===== config.mk =====
export PLATFORM = sky130hd
export DESIGN_NAME = espm_back
export DESIGN_NICKNAME = d
export VERILOG_FILES = /design/src/rtl/espm_pkg.sv /design/src/rtl/espm_divider.sv /design/src/rtl/espm_back.sv
export VERILOG_INCLUDE_DIRS = /design/src /design/src/rtl
export SDC_FILE = /design/constraint.sdc
export NUM_CORES = 2
export LEC_CHECK = 0
export ABC_AREA = 0
export BUFFER_PORTS_ARGS = -buffer_cell sky130_fd_sc_hd__buf_2
export CAP_MARGIN = 5
export CELL_PAD_IN_SITES_DETAIL_PLACEMENT = 1
export CELL_PAD_IN_SITES_GLOBAL_PLACEMENT = 2
export CORE_MARGIN = 2
export CORE_UTILIZATION = 46
export DETAILED_ROUTE_END_ITERATION = 10
export PLACE_DENSITY_LB_ADDON = 0.3
export SLEW_MARGIN = 20
export SYNTH_ARGS = -nofsm -noshare
export SYNTH_HDL_FRONTEND = slang
export SYNTH_SLANG_ARGS = --single-unit
export TNS_END_PERCENT = 20

===== constraint.sdc =====
create_clock -name clk -period 45.7 [get_ports clk]
set_input_delay 2.285 -clock clk [delete_from_list [all_inputs] [get_ports clk]]
set_output_delay 2.285 -clock clk [all_outputs]
set_load 0.005 [all_outputs]

===== src/rtl/encoder_speed_position_meter_assert.svh =====
// Assertion macros shared by the encoder meter modules.
`ifndef ENCODER_SPEED_POSITION_METER_ASSERT_SVH
`define ENCODER_SPEED_POSITION_METER_ASSERT_SVH
// Implication checked on every rising clock edge outside reset.
`define ESPM_ASSERT_IMP(label, clk, rst, ante, cons, msg) \
  label: assert property (@(posedge clk) disable iff (rst) (ante) |-> (cons)) \
    else $error(msg);
// Implication with the consequent in the next cycle.
`define ESPM_ASSERT_NEXT(label, clk, rst, ante, cons, msg) \
  label: assert property (@(posedge clk) disable iff (rst) (ante) |=> (cons)) \
    else $error(msg);
`endif


===== src/rtl/espm_pkg.sv =====
// Package with types and constants of the encoder speed and position meter.
package espm_pkg;
  localparam int CounterBitsDefault = 16;
  localparam logic [15:0] CprReset = 16'd1000;
  localparam logic [15:0] SpmReset = 16'd10;
  localparam logic [19:0] FsReset = 20'd3000;
  localparam logic [15:0] PwmReset = 16'd1000;
  localparam int CfgIdxBits = 2;
  localparam logic [CfgIdxBits-1:0] RegCpr = 2'd0;
  localparam logic [CfgIdxBits-1:0] RegSpm = 2'd1;
  localparam logic [CfgIdxBits-1:0] RegFs = 2'd2;
  localparam logic [CfgIdxBits-1:0] RegPwm = 2'd3;
  localparam int OutBytes = 18;

  // Command passed from the front part to the back part.
  typedef struct packed {
    logic        clear;
    logic        sample;
    logic [31:0] delta;
  } espm_cmd_t;
endpackage


===== src/rtl/espm_divider.sv =====
// Iterative unsigned restoring divider, one quotient bit per cycle.
module espm_divider #(
  parameter int W = 48
) (
  input  logic         clk,
  input  logic         rst,
  input  logic         start,
  input  logic [W-1:0] dividend,
  input  logic [W-1:0] divisor,
  output logic         busy,
  output logic [W-1:0] quotient
);
  localparam int CntBits = $clog2(W + 1);
  logic [CntBits-1:0] count;
  logic [W-1:0] rem;
  logic [W-1:0] dvs;
  logic [W:0] trial;

  assign trial = {rem, quotient[W-1]} - {1'b0, dvs};

  // Shift-subtract loop.
  always_ff @(posedge clk) begin
    if (rst) begin
      busy <= 1'b0;
      count <= '0;
    end else if (start) begin
      busy <= 1'b1;
      count <= CntBits'(W);
      rem <= '0;
      quotient <= dividend;
      dvs <= divisor;
    end else if (busy) begin
      if (trial[W]) begin
        rem <= {rem[W-2:0], quotient[W-1]};
        quotient <= {quotient[W-2:0], 1'b0};
      end else begin
        rem <= trial[W-1:0];
        quotient <= {quotient[W-2:0], 1'b1};
      end
      count <= count - 1'b1;
      if (count == CntBits'(1)) busy <= 1'b0;
    end
  end
endmodule


===== src/rtl/espm_back.sv =====
// Back part: position, sample count, rpm, duty and compare sequencing.
module espm_back (
  input  logic                clk,
  input  logic                rst,
  input  logic                cmd_valid,
  output logic                cmd_ready,
  input  espm_pkg::espm_cmd_t cmd,
  input  logic [15:0]         counts_per_rev,
  input  logic [15:0]         sample_period_ms,
  input  logic [19:0]         full_scale_rpm,
  input  logic [15:0]         pwm_period,
  output logic                out_valid,
  input  logic                out_ready,
  output logic [8*espm_pkg::OutBytes-1:0] out_data
);
  import espm_pkg::*;
  `include "encoder_speed_position_meter_assert.svh"

  typedef enum logic [5:0] {
    S_IDLE = 6'b000001, S_DEN = 6'b000010, S_RPM = 6'b000100,
    S_DUTY = 6'b001000, S_CMP = 6'b010000, S_OUT = 6'b100000
  } state_t;

  state_t state;
  logic [31:0] position_total, delta_held, rpm_held, samples_total;
  logic [10:0] duty_held;
  logic [15:0] compare_held;
  logic sampled, neg;
  logic [31:0] mag, den;
  logic [47:0] div_a, div_b, q;
  logic div_start, div_busy, waiting;
  logic [31:0] rmag;
  logic [52:0] cmp_prod;

  espm_divider #(.W(48)) u_div (
    .clk(clk), .rst(rst), .start(div_start), .dividend(div_a), .divisor(div_b),
    .busy(div_busy), .quotient(q)
  );

  assign cmd_ready = (state == S_IDLE) && (!out_valid || out_ready);

  // Divide the rounded compare numerator (below 2^26) by 1000 with a reciprocal
  // multiply: ceil(2^36 / 1000) gives the exact quotient over that range.
  assign cmp_prod = div_a[25:0] * 27'd68719477;

  // Sequencer over the two divisions and the compare scaling.
  always_ff @(posedge clk) begin
    if (rst) begin
      state <= S_IDLE;
      out_valid <= 1'b0;
      div_start <= 1'b0;
      waiting <= 1'b0;
      position_total <= '0; delta_held <= '0; rpm_held <= '0;
      samples_total <= '0; duty_held <= '0; compare_held <= '0;
    end else begin
      div_start <= 1'b0;
      if (out_valid && out_ready) out_valid <= 1'b0;
      unique case (state)
        S_IDLE: begin
          if (cmd_valid && cmd_ready) begin
            sampled <= cmd.sample;
            if (cmd.clear) begin
              position_total <= '0; delta_held <= '0; rpm_held <= '0;
              samples_total <= '0;
              state <= S_OUT;
            end else if (cmd.sample) begin
              delta_held <= cmd.delta;
              position_total <= position_total + cmd.delta;
              samples_total <= samples_total + 32'd1;
              neg <= cmd.delta[31];
              mag <= cmd.delta[31] ? 32'd0 - cmd.delta : cmd.delta;
              den <= counts_per_rev * sample_period_ms;
              state <= S_DEN;
            end else begin
              state <= S_OUT;
            end
          end
        end
        S_DEN: begin
          if (den == 32'd0) begin
            rmag <= '0;
            state <= S_DUTY;
          end else begin
            div_a <= 48'(mag) * 48'd60000;
            div_b <= 48'(den);
            div_start <= 1'b1;
            waiting <= 1'b1;
            state <= S_RPM;
          end
        end
        S_RPM: begin
          if (waiting && !div_start && !div_busy) begin
            waiting <= 1'b0;
            if (q > 48'h80000000) rmag <= 32'h80000000;
            else if (!neg && q > 48'h7fffffff) rmag <= 32'h7fffffff;
            else rmag <= q[31:0];
            state <= S_DUTY;
          end
        end
        S_DUTY: begin
          rpm_held <= neg ? 32'd0 - rmag : rmag;
          if (full_scale_rpm == 20'd0) begin
            duty_held <= (rmag != 0) ? 11'd1000 : 11'd0;
            state <= S_CMP;
          end else if (!waiting) begin
            div_a <= 48'(rmag) * 48'd1000;
            div_b <= 48'(full_scale_rpm);
            div_start <= 1'b1;
            waiting <= 1'b1;
          end else if (!div_start && !div_busy) begin
            waiting <= 1'b0;
            duty_held <= (q > 48'd1000) ? 11'd1000 : q[10:0];
            state <= S_CMP;
          end
        end
        S_CMP: begin
          if (!waiting) begin
            div_a <= 48'(duty_held) * 48'(pwm_period) + 48'd500;
            waiting <= 1'b1;
          end else begin
            waiting <= 1'b0;
            compare_held <= cmp_prod[51:36];
            state <= S_OUT;
          end
        end
        S_OUT: begin
          out_valid <= 1'b1;
          out_data <= {5'd0, compare_held, duty_held[9:0], samples_total,
                       rpm_held, delta_held[15:0], position_total, sampled};
          state <= S_IDLE;
        end
        default: state <= S_IDLE;
      endcase
    end
  end

  `ESPM_ASSERT_NEXT(a_out_hold, clk, rst, out_valid && !out_ready, out_valid, "result dropped")
  `ESPM_ASSERT_IMP(a_onehot, clk, rst, 1'b1, $onehot(state), "state not one-hot")
  `ESPM_ASSERT_IMP(a_duty, clk, rst, 1'b1, duty_held <= 11'd1000, "duty out of range")
endmodule


==> metrics <==
run status complete, no violations; count leader, synth inv_1; ranking of synthesized cells by area fa_1 (26%), edfxtp_1 (21%), ha_1 (15%); core area 0.135 sq mm; pin slew with the least headroom to its limit 1140 ps; Max-slew headroom 23.1%; Final Cell Area 0.0681 sq mm; mean area per synthesized cell 10.2 sq um; RSZ-0062 raised after global routing false; Pwr Density 43.9 mW/mm^2; DP Area ~0.066 sq mm; clock transition at the registers of the reported paths 70 ps; Port Buffer Count 246; Final period util 18.2%; gr usage total approximately 26%; routability cong. approximately 0.90; initial DRC count 2413; Tmin final 8320 ps; CTS Sinks 600; vias post-DR roughly 44000; Die W between 300 and 400 microns; peak supply drop just over 0.05 mV; WL per Instance 21.3 microns; achievable frequency 120 MHz; Main synth FF type edfxtp_1; min-delay worst type register to register; sequential-to-total area share from yosys stat 26.4%; DR DRC count 0; Routed Antenna Nets 0; std cell rows 135; total negative slack 0 ps; CTS Buf Count 72; leading area contributor after synthesis fa_1; WHS between 400 and 500 ps; P&R area growth vs syn 9.04%; global-route wire length before repair 275000 microns; Initial Util 46.2%; cell count after synthesis 6108; PostCTS Resize Cnt 0; Worst Path Max Fanout 16; Yosys top cell area share 25.6%; Clk Tree Root Cell clkbuf_16; WS Path Type input port to register; WL met2 85500 microns; Max clock buf depth 3; antenna violations before repair 4; clock insertion delay at the later pin of the skew report 680 ps; CTS tree yes; multi-input logic area 0.0414 sq mm; max layer used met5; Design Power 2.99 mW; H-tree depth 3; crit-path cells buf_2 -> nand2_1 -> fa_1 -> inv_1 -> fa_1 -> inv_1 -> fa_1 -> fa_1 -> fa_1 -> inv_1 -> fa_1 -> ha_1 -> nand4_1 -> nor2_1 -> o31ai_1 -> a31o_2 -> o211a_1 -> o41ai_2 -> a211o_1 -> nor3_1 -> a2111oi_0; largest net degree at the start of global routing 73; crit path launch type input port; critical path's slowest cell o41ai_2; post-synthesis register bit count 600; Storage cell area ~0.016 sq mm; post-CTS setup buffers 0; CP dominant cell by count fa_1; Detailed Place HPWL ~140000 microns; CP delay by family, top adder cells; Worst EP arrival 8750 ps; grt total ovfl 0; slowest stage delay, CP roughly 640 ps; Synth cell types 83; Critical Path RT ~46000 ps; vias in the first global route 48902; Leakage ~33 nW; Nets 7931; share of cells above drive strength 1 7.85%; met3 wire length 6240 microns; final wirelength 174000 microns; drt via density 5.45; final hold vios 0; Worst setup EP type register; yosys warns 0; die boundary height 372 microns; 1st-pass router iterations 7; Post-Route M1 WL ~80000 microns; max-cap viol count 0; Ports between 200 and 300; number of synthesized flops with an enable pin 445; Worst Path Buf+Inv 4; Final Max Slew Viols 0; mapped cell area 0.0624 sq mm; Fill cells about 15000; ys async rst share 0%; DIE AREA 0.139 sq mm; setup violators final 0; Hold Buf Count CTS 0; final setup skew 27.7 ps; Post-synth top cells inv_1 (1069), fa_1 (800), ha_1 (730)
cell type report:
| class | count | share of cell area [%] |
|---|---|---|
| antenna | 1 | 0.00368 |
| inverter | 1069 | 5.89 |
| multi-input combinational | 4266 | 60.8 |
| tap | 1781 | 3.27 |
| clock buffer | 102 | 3.01 |
| timing repair buffer | 286 | 2.29 |
| clock inverter | 32 | 0.588 |
| sequential | 600 | 24.2 |
metal layers:
metal | global-route usage, % | vias up
met1 | 34.3 | 22846
met4 | 6.28 | 2
met5 | 0 | -
met2 | 44.0 | 732
li1 | - | 20503
met3 | 2.69 | 228
placed cells by master, fill, tap and decap left out, types with 55 or more instances in the layout:
cell,instances
nand3_1,62
dfxtp_1,154
a21o_1,127
edfxtp_1,445
clkbuf_16,75
and2_1,177
inv_1,1068
fa_1,800
nand2_1,559
mux2_2,55
a21oi_1,231
o21ai_0,157
buf_2,245
xnor2_1,181
nor3_1,56
xor2_1,91
nor2_1,354
a22oi_1,77
ha_1,730
through the flow:
stage          cells  util (%)  setup slack [ps]
4_1_cts         8134      50.4             37070
5_1_grt         8137      50.4             37000
6_report        8137      50.4             37380
2_1_floorplan   6112         -             27950
3_3_place_gp    8000      48.5             36650
3_5_place_dp    8000      48.5             36340
cell families after synthesis:
family	count (synthesis)	share of synthesized area, %
xor+xnor	272	3.81
fa+ha+maj	1530	40.3
flops	600	26.4
simple gates	1491	11.2
mux	91	1.57
other cells	1	0.00600
compound gates	877	9.22
buf+inv	1246	7.54
power breakdown:
| part | total (mW) | switching, mW | leakage, nW | internal [mW] |
|---|---|---|---|---|
| logic | 1.70 | 1.01 | 26.1 | 0.693 |
| clock network | 0.596 | 0.249 | 1.19 | 0.347 |
| registers | 0.692 | 0.0220 | 5.48 | 0.670 |
final timing paths:
kind | startpoint | to | slack [ps] | cells after the start
setup reg to reg | div_a[14] | compare_held[9] | 37950 | 21
hold reg to reg | div_b[11] | u_div.dvs[11] | 420 | 0
hold / removal | div_b[11] | u_div.dvs[11] | 420 | 0
setup / recovery | counts_per_rev[5] | den[29] | 37380 | 21
sequential cells by signal, indices dropped and copies added (netlist names), 32 cells and up:
name / cells
rmag: 32
rpm_held: 32
den: 32
samples_total: 32
mag: 32
div_a: 48
u_div.rem: 48
u_div.quotient: 48
position_total: 32
out_data: 139
div_b: 32
u_div.dvs: 32
worst reg2reg max path, stage by stage (launching register included):
cell and delay (ps):
edfxtp_1 920, ha_1 420, inv_1 160, fa_1 440, inv_1 110, fa_1 450, fa_1 530, fa_1 530
fa_1 550, inv_1 60, fa_1 610, inv_1 60, ha_1 340, nand4_1 130, nor2_1 250, o311ai_0 270
a41oi_1 550, o21a_1 330, a221o_1 320, a22oi_1 130, or4_1 410, nand3_1 90
No activity file was read; power rests on OpenSTA's default activity.
