### config.mk
export PLATFORM = sky130hd
export DESIGN_NAME = espm_front
export DESIGN_NICKNAME = d
export VERILOG_FILES = /design/src/rtl/espm_pkg.sv /design/src/rtl/espm_front.sv
export VERILOG_INCLUDE_DIRS = /design/src /design/src/rtl
export SDC_FILE = /design/constraint.sdc
export NUM_CORES = 1
export LEC_CHECK = 0
export BUFFER_PORTS_ARGS = -buffer_cell sky130_fd_sc_hd__buf_2
export CAP_MARGIN = 30
export CORE_UTILIZATION = 40
export DETAILED_ROUTE_END_ITERATION = 8
export GPL_TIMING_DRIVEN = 0
export HOLD_SLACK_MARGIN = 0.02
export SYNTH_ARGS = -nofsm -noshare
export SYNTH_HDL_FRONTEND = slang
export SYNTH_SLANG_ARGS = --single-unit
### constraint.sdc
create_clock -name clk -period 6.1 [get_ports clk]
set_input_delay 1.22 -clock clk [delete_from_list [all_inputs] [get_ports clk]]
set_output_delay 1.22 -clock clk [all_outputs]
set_load 0.01 [all_outputs]
### src/rtl/encoder_speed_position_meter_assert.svh
// Assertion macros shared by the encoder meter modules.
`ifndef ENCODER_SPEED_POSITION_METER_ASSERT_SVH
`define ENCODER_SPEED_POSITION_METER_ASSERT_SVH
// Implication checked on every rising clock edge outside reset.
`define ESPM_ASSERT_IMP(label, clk, rst, ante, cons, msg) \
  label: assert property (@(posedge clk) disable iff (rst) (ante) |-> (cons)) \
    else $error(msg);
// Implication with the consequent in the next cycle.
`define ESPM_ASSERT_NEXT(label, clk, rst, ante, cons, msg) \
  label: assert property (@(posedge clk) disable iff (rst) (ante) |=> (cons)) \
    else $error(msg);
`endif

### src/rtl/espm_pkg.sv
// Package with types and constants of the encoder speed and position meter.
package espm_pkg;
  localparam int CounterBitsDefault = 16;
  localparam logic [15:0] CprReset = 16'd1000;
  localparam logic [15:0] SpmReset = 16'd10;
  localparam logic [19:0] FsReset = 20'd3000;
  localparam logic [15:0] PwmReset = 16'd1000;
  localparam int CfgIdxBits = 2;
  localparam logic [CfgIdxBits-1:0] RegCpr = 2'd0;
  localparam logic [CfgIdxBits-1:0] RegSpm = 2'd1;
  localparam logic [CfgIdxBits-1:0] RegFs = 2'd2;
  localparam logic [CfgIdxBits-1:0] RegPwm = 2'd3;
  localparam int OutBytes = 18;

  // Command passed from the front part to the back part.
  typedef struct packed {
    logic        clear;
    logic        sample;
    logic [31:0] delta;
  } espm_cmd_t;
endpackage

### src/rtl/espm_front.sv
// Front part: tick phase, sample decision and wrap-safe count difference.
module espm_front #(
  parameter int CounterBits = espm_pkg::CounterBitsDefault
) (
  input  logic                  clk,
  input  logic                  rst,
  input  logic                  in_valid,
  output logic                  in_ready,
  input  logic                  operation,
  input  logic [CounterBits-1:0] encoder_count,
  input  logic [15:0]           sample_period_ms,
  output logic                  cmd_valid,
  input  logic                  cmd_ready,
  output espm_pkg::espm_cmd_t   cmd
);
  import espm_pkg::*;
  `include "encoder_speed_position_meter_assert.svh"

  logic [15:0] tick_phase;
  logic [15:0] phase_inc;
  logic [CounterBits-1:0] previous_count;
  logic [CounterBits-1:0] diff;
  logic take;

  assign in_ready = !cmd_valid || cmd_ready;
  assign phase_inc = tick_phase + 16'd1;
  assign take = (phase_inc >= sample_period_ms);
  assign diff = encoder_count - previous_count;

  // One-entry queue register toward the back part.
  always_ff @(posedge clk) begin
    if (rst) begin
      tick_phase <= '0;
      previous_count <= '0;
      cmd_valid <= 1'b0;
    end else begin
      if (cmd_ready) cmd_valid <= 1'b0;
      if (in_valid && in_ready) begin
        cmd_valid <= 1'b1;
        cmd.clear <= operation;
        cmd.sample <= !operation && take;
        cmd.delta <= 32'(signed'(diff));
        if (operation) begin
          previous_count <= '0;
        end else if (take) begin
          tick_phase <= '0;
          previous_count <= encoder_count;
        end else begin
          tick_phase <= phase_inc;
        end
      end
    end
  end

  `ESPM_ASSERT_NEXT(a_hold, clk, rst, cmd_valid && !cmd_ready, cmd_valid, "command lost")
  `ESPM_ASSERT_IMP(a_excl, clk, rst, cmd_valid, !(cmd.clear && cmd.sample), "clear and sample")
  `ESPM_ASSERT_NEXT(a_load, clk, rst, in_valid && in_ready, cmd_valid, "command not queued")
endmodule

==> results.md, run 1 <==
- Drt drc: 0
- Sequential area share after synthesis: 0.358
- Worst Hold Class: flip-flop to flip-flop
- Die X: 93.6 um
- Clk buf depth: 2
- WP buf/inv: 2
- Port buffer count: 72
- Synth Area per Inst: 9.09 sq um
- Final Hold Vio Count: 0
- Filler cells: 805
- Crit Path Class: flip-flop to flip-flop
- Setup TNS: 0 ns
- Peak VDD IR: 0.000126 V
- Wire per inst: 12.7 um
- Final WL: 7.07 mm
- Vias per cell: 5.11
- Layout cells sized above 1: 0.249
- Post-Syn Area: 3360 sq um
- Fmax: 250 MHz
- Critical path required time: 6.30 ns
- Outcome: completed
- CP max-delay cell: or4_4
- Max_slew headroom: 0.621
- Reg clk slew, reported paths: 0.09 ns
- EDFF count, synth: 18
- Syn nets: 439
- Post-DP HPWL: 5.35 mm
- Period utilization: 0.656
- Initial core utilization: 0.410
- Initial DRC count: 146
- Post-CTS Setup Inserts: 0
- Yosys warnings: 0
- CTS tree: done
- H-tree depth: 2
- CTS root buf: clkbuf_8
- Number of diodes: 0
- Hold_ws: 0.484 ns
- GPL Wtd Cong: 0.851
- DIE HEIGHT: 93.6 um
- I/O pin count: 73
- CTS resizes: 0
- PD cells: 172 nW/um^2
- Worst path cell trace: ha_1 > and3_1 > clkbuf_1 > nand2_1 > nor2_1 > and3_1 > xor2_1 > ha_1 > nand4_1 > nor3_1 > or4_4 > a21oi_4 > nor3_2 > buf_2 > a22o_1
- Least-Margin Pin Slew: 0.568 ns
- Core area: 8180 sq um
- Final Critical Period: 4.00 ns
- DR pass1 iterations: 5
- Critical Path Fanout Max: 10
- Initial antenna violation count: 0
- Latest clock arrival within the worst-skew pair: 0.30 ns
- Max-Cap Viols: 0
- Clk_skew: 0.00385 ns
- Total track usage: 0.167
- Area grow syn2layout: 17.7%
- First-pass GRT wire length: 11.7 mm
- Seq cells post-synth: 51
- CTS Hold Buffers Added: 0
- Max-slew violations: 0
- Total global routing overflow: 0
- Final ANT Viol Nets: 0
- Crit path DAT: 4.20 ns
- Vias in the first global route: 2601
- Top FF cell, synth: dfxtp_1
- Kind of cell adding the most delay to the critical path: simple AND/OR/NAND/NOR gates
- CP endpoint kind: flip-flop
- Area of the die: 8760 sq um
- Layout Nets: 519
- Synth unique cells: 50
- Worst path max stage delay: 0.53 ns
- Total clock sinks: 51
- Row count: 33
- Asr flop ratio synth: 0
- Largest net degree at the start of global routing: 18
- RSZ-0062 raised after global routing: no
- Startpoint class of the critical path: flip-flop
- Mapped Cells: 369
- Setup-failing EPs final: 0
- Leakage: 1.76 nW
- Cts bufs inserted: 5
- Vias after detailed routing: 2836
state kept, by name, indices dropped and copies added, names as in the netlist:
signal and cells:
cmd 18, cmd_valid 1, previous_count 16, tick_phase 16
placed cells by master (no fill, tap or decap), types with 5 or more instances in the layout:
cell	n
xor2_1	13
nor2_1	25
nor3_1	6
buf_4	16
buf_2	74
nand3_1	12
clkbuf_8	5
o21a_1	5
nor4b_1	5
edfxtp_1	18
nand2b_1	10
a21o_1	5
o21ai_0	17
nand2_1	19
o21ai_1	5
ha_1	32
inv_1	35
and3_1	6
clkbuf_1	8
dfxtp_1	33
a22o_1	16
a21oi_1	22
xnor2_1	11
metal layers:
layer | up-vias | global-route usage | routed length, um
met5 | - | 0 | 0
li1 | 1461 | - | -
met3 | 8 | 0.0285 | 325
met2 | 82 | 0.282 | 3220
met1 | 1285 | 0.216 | 3420
met4 | 0 | 0.0538 | 93
worst paths after layout:
check | startpoint | end | slack, ns | cells after the start
worst max register to register | tick_phase[0] | previous_count[9] | 2.10 | 15
worst max-delay path | tick_phase[0] | previous_count[9] | 2.10 | 15
worst min register to register | previous_count[4] | previous_count[4] | 0.48 | 1
worst min-delay path | previous_count[4] | previous_count[4] | 0.48 | 1
cells by family after synthesis:
group,synth area share
flops,0.358
xor+xnor,0.0626
simple gates,0.174
compound gates,0.188
buf+inv,0.0925
fa+ha+maj,0.125
final cells by class:
cell class | count | area [sq um] | share of cell area
timing repair buffer | 73 | 375 | 0.0950
inverter | 35 | 131 | 0.0333
buffer | 27 | 179 | 0.0453
multi-input combinational | 256 | 1850 | 0.468
sequential | 51 | 1200 | 0.304
clock buffer | 6 | 72.6 | 0.0184
tap | 105 | 131 | 0.0333
clock inverter | 2 | 12.5 | 0.00317
synth_stat cells (all sizes together), types with 12 or more instances:
| cell | number | share of area |
|---|---|---|
| xor2 | 13 | 0.034 |
| o21ai | 22 | 0.033 |
| inv | 35 | 0.039 |
| nand2 | 19 | 0.021 |
| buf | 20 | 0.045 |
| ha | 32 | 0.12 |
| a21oi | 23 | 0.038 |
| nor2 | 26 | 0.029 |
| nand3 | 12 | 0.018 |
| edfxtp | 18 | 0.16 |
| dfxtp | 33 | 0.20 |
| a22o | 16 | 0.042 |
through the flow:
step           total power [mW]  setup WS, ns  utilization  instance area (sq um)  cells
2_1_floorplan             0.452          2.74            -                   3360    369
3_3_place_gp              0.491          2.13        0.471                   3850    546
3_5_place_dp              0.495          2.08        0.473                   3860    547
4_1_cts                   0.689          2.07        0.483                   3950    555
5_1_grt                   0.715          1.81        0.483                   3950    555
6_report                  0.678          2.10        0.483                   3950    555
where the power goes:
part	internal, mW	leakage, nW	switching [mW]
logic	0.0548	1.28	0.0646
registers	0.362	0.435	0.00502
clock network	0.0804	0.0412	0.111
Note: power is estimated with default switching activity, not from simulation.
==> run 2, diff against run 1 <==
==> constraint.sdc (replaced) <==
create_clock -name clk -period 3.5 [get_ports clk]
set_input_delay 0.7 -clock clk [delete_from_list [all_inputs] [get_ports clk]]
set_output_delay 0.7 -clock clk [all_outputs]
set_load 0.01 [all_outputs]
==> run 2 against run 1 <==
Non-clock buffer count rose by 5. Sequential power grew 75%. Hold slack hardly changed. Design area up 2.7%. Maximum frequency grew 23%. Sequential share of layout area fell by 0.55 points. Combinational power is 76% higher. Via count increased by 0.11%. Clock skew about the same. Largest power group unchanged. Die area did not move.
==> results.md, run 2 (synthesis results as in run 1) <==
- Port buffer count: 72 (unchanged)
- PD cells: 292 nW/um^2 (was 172 nW/um^2)
- Post-DP HPWL: 5.35 mm (unchanged)
- Outcome: completed (unchanged)
- Layout cells sized above 1: 0.290 (was 0.249)
- Largest net degree at the start of global routing: 18 (unchanged)
- Final Hold Vio Count: 0 (unchanged)
- CP endpoint kind: flip-flop (unchanged)
- CP max-delay cell: or4_4 (unchanged)
- Reg clk slew, reported paths: 0.09 ns (about the same)
- Most flops, register: cmd (unchanged)
- Cts bufs inserted: 5 (unchanged)
- Hold_ws: 0.484 ns (about the same)
- Vias per cell: 5.07 (was 5.11)
- Max FFs per register: 18 (unchanged)
- Regs by FF count: cmd (18), previous_count (16), tick_phase (16) (unchanged)
- Leakage: 1.80 nW (was 1.76 nW)
- Peak VDD IR: 0.000220 V (was 0.000126 V)
- CTS tree: done (unchanged)
- Total clock sinks: 51 (unchanged)
- Most frequent cells in the layout: buf_2, inv_1, ha_1 (was buf_2, inv_1, dfxtp_1)
- Row count: 33 (unchanged)
- Crit path DAT: 3.52 ns (was 4.20 ns)
- Vias in the first global route: 2618 (was 2601)
- Post-place instance area: 3860 sq um (unchanged)
- CTS Hold Buffers Added: 0 (unchanged)
- Vias after detailed routing: 2839 (was 2836)
- Clk buf depth: 2 (unchanged)
- Fmax: 306 MHz (was 250 MHz)
- Least-Margin Pin Slew: 0.570 ns (was 0.568 ns)
- Final WL: 7.13 mm (was 7.07 mm)
- Layout Nets: 524 (was 519)
- Area grow syn2layout: 20.9% (was 17.7%)
- Power, Total: 1.19 mW (was 0.678 mW)
- Crit Path Class: flip-flop to flip-flop (unchanged)
- DR pass1 iterations: 4 (was 5)
- Worst setup margin: 0.233 ns (was 2.10 ns)
- Final Critical Period: 3.27 ns (was 4.00 ns)
- Area of the die: 8760 sq um (unchanged)
- Latest clock arrival within the worst-skew pair: 0.30 ns (about the same)
- Max-slew violations: 0 (unchanged)
- Startpoint class of the critical path: flip-flop (unchanged)
- Critical Path Fanout Max: 10 (unchanged)
- Max-Cap Viols: 0 (unchanged)
- Initial DRC count: 144 (was 146)
- First-pass GRT wire length: 11.7 mm (about the same)
- Critical path required time: 3.75 ns (was 6.30 ns)
- Clk_skew: 0.00353 ns (was 0.00385 ns)
- Period utilization: 0.933 (was 0.656)
- Core area: 8180 sq um (unchanged)
- Number of diodes: 0 (unchanged)
- Initial core utilization: 0.410 (unchanged)
- Total global routing overflow: 0 (unchanged)
- DIE HEIGHT: 93.6 um (unchanged)
- RSZ-0062 raised after global routing: no (unchanged)
- Worst path max stage delay: 0.56 ns (was 0.53 ns)
- Commonest non-fill, non-tap cell in the layout: buf_2 (unchanged)
- Setup-failing EPs final: 0 (unchanged)
- Wire per inst: 12.7 um (about the same)
- H-tree depth: 2 (unchanged)
- Worst Hold Class: flip-flop to flip-flop (unchanged)
- Drt drc: 0 (unchanged)
- Worst slack, placed: -0.516 ns (was 2.08 ns)
- Final ANT Viol Nets: 0 (unchanged)
- Total track usage: 0.168 (was 0.167)
- Max_slew headroom: 0.620 (was 0.621)
- I/O pin count: 73 (unchanged)
- Die X: 93.6 um (unchanged)
- GPL Wtd Cong: 0.851 (unchanged)
- Worst path cell trace: nand3_1 > nor2_4 > and4_4 > nand3_1 > xnor2_1 > ha_1 > a211oi_2 > nor2_1 > or4_4 > a211oi_2 > o21ba_2 > buf_6 > buf_6 > a22o_1 (was ha_1 > and3_1 > clkbuf_1 > nand2_1 > nor2_1 > and3_1 > xor2_1 > ha_1 > nand4_1 > nor3_1 > or4_4 > a21oi_4 > nor3_2 > buf_2 > a22o_1)
- Initial antenna violation count: 0 (unchanged)
- CTS root buf: clkbuf_8 (unchanged)
- Design area: 4060 sq um (was 3950 sq um)
## run 2: cell types whose count changed in the layout (fill, tap and decap cells not counted), sizes merged
cell / before / now
clkbuf: 13 / 12
buf: 93 / 99
## run 2: metrics by stage
step	setup TNS, ns	std cells	util
2_1_floorplan	0	369	-
3_3_place_gp	-10.17	546	0.471
3_5_place_dp	-11.65	547	0.473
4_1_cts	0	556	0.488
5_1_grt	0	560	0.496
6_report	0	560	0.496
## run 2: final cells by class
type / instances / area, sq um
buffer: 26 / 175
clock buffer: 6 / 72.6
clock inverter: 2 / 12.5
fill: 796 / 4120
inverter: 35 / 131
multi-input combinational: 256 / 1900
sequential: 51 / 1210
tap: 105 / 131
timing repair buffer: 79 / 420
## run 2: worst paths after layout
| kind | depth (start not counted) | slack [ns] | to | start |
|---|---|---|---|---|
| max | 14 | 0.23 | previous_count[9] | tick_phase[4] |
| min | 1 | 0.48 | previous_count[4] | previous_count[4] |
| max reg2reg | 14 | 0.23 | previous_count[9] | tick_phase[4] |
| min reg2reg | 1 | 0.48 | previous_count[4] | previous_count[4] |
## run 2: layer usage
layer	up-vias	wire (um)	global-route usage
li1	1471	-	-
met1	1303	3440	0.218
met2	57	3330	0.282
met3	8	268	0.0285
met4	0	92	0.0538
met5	-	0	0
## run 2: power by group
group | switching (mW) | leakage [nW] | internal, mW
logic | 0.113 | 1.32 | 0.0962
registers | 0.00942 | 0.438 | 0.631
clock network | 0.195 | 0.0412 | 0.140
total | 0.317 | 1.80 | 0.868
## run 2: timing repair
item,in CTS,in global routing
pin swaps,0,3
gates resized for setup,8,13
setup buffers,2,4
endpoints found under the setup margin,33,32
## run 2: worst max-delay path, delay by kind of cell (launching register included)
kind	cells	cell delay (ns)
flops	1	0.40
compound gates	4	0.70
xor+xnor	1	0.24
simple gates	6	1.31
buf+inv	2	0.26
fa+ha+maj	1	0.30
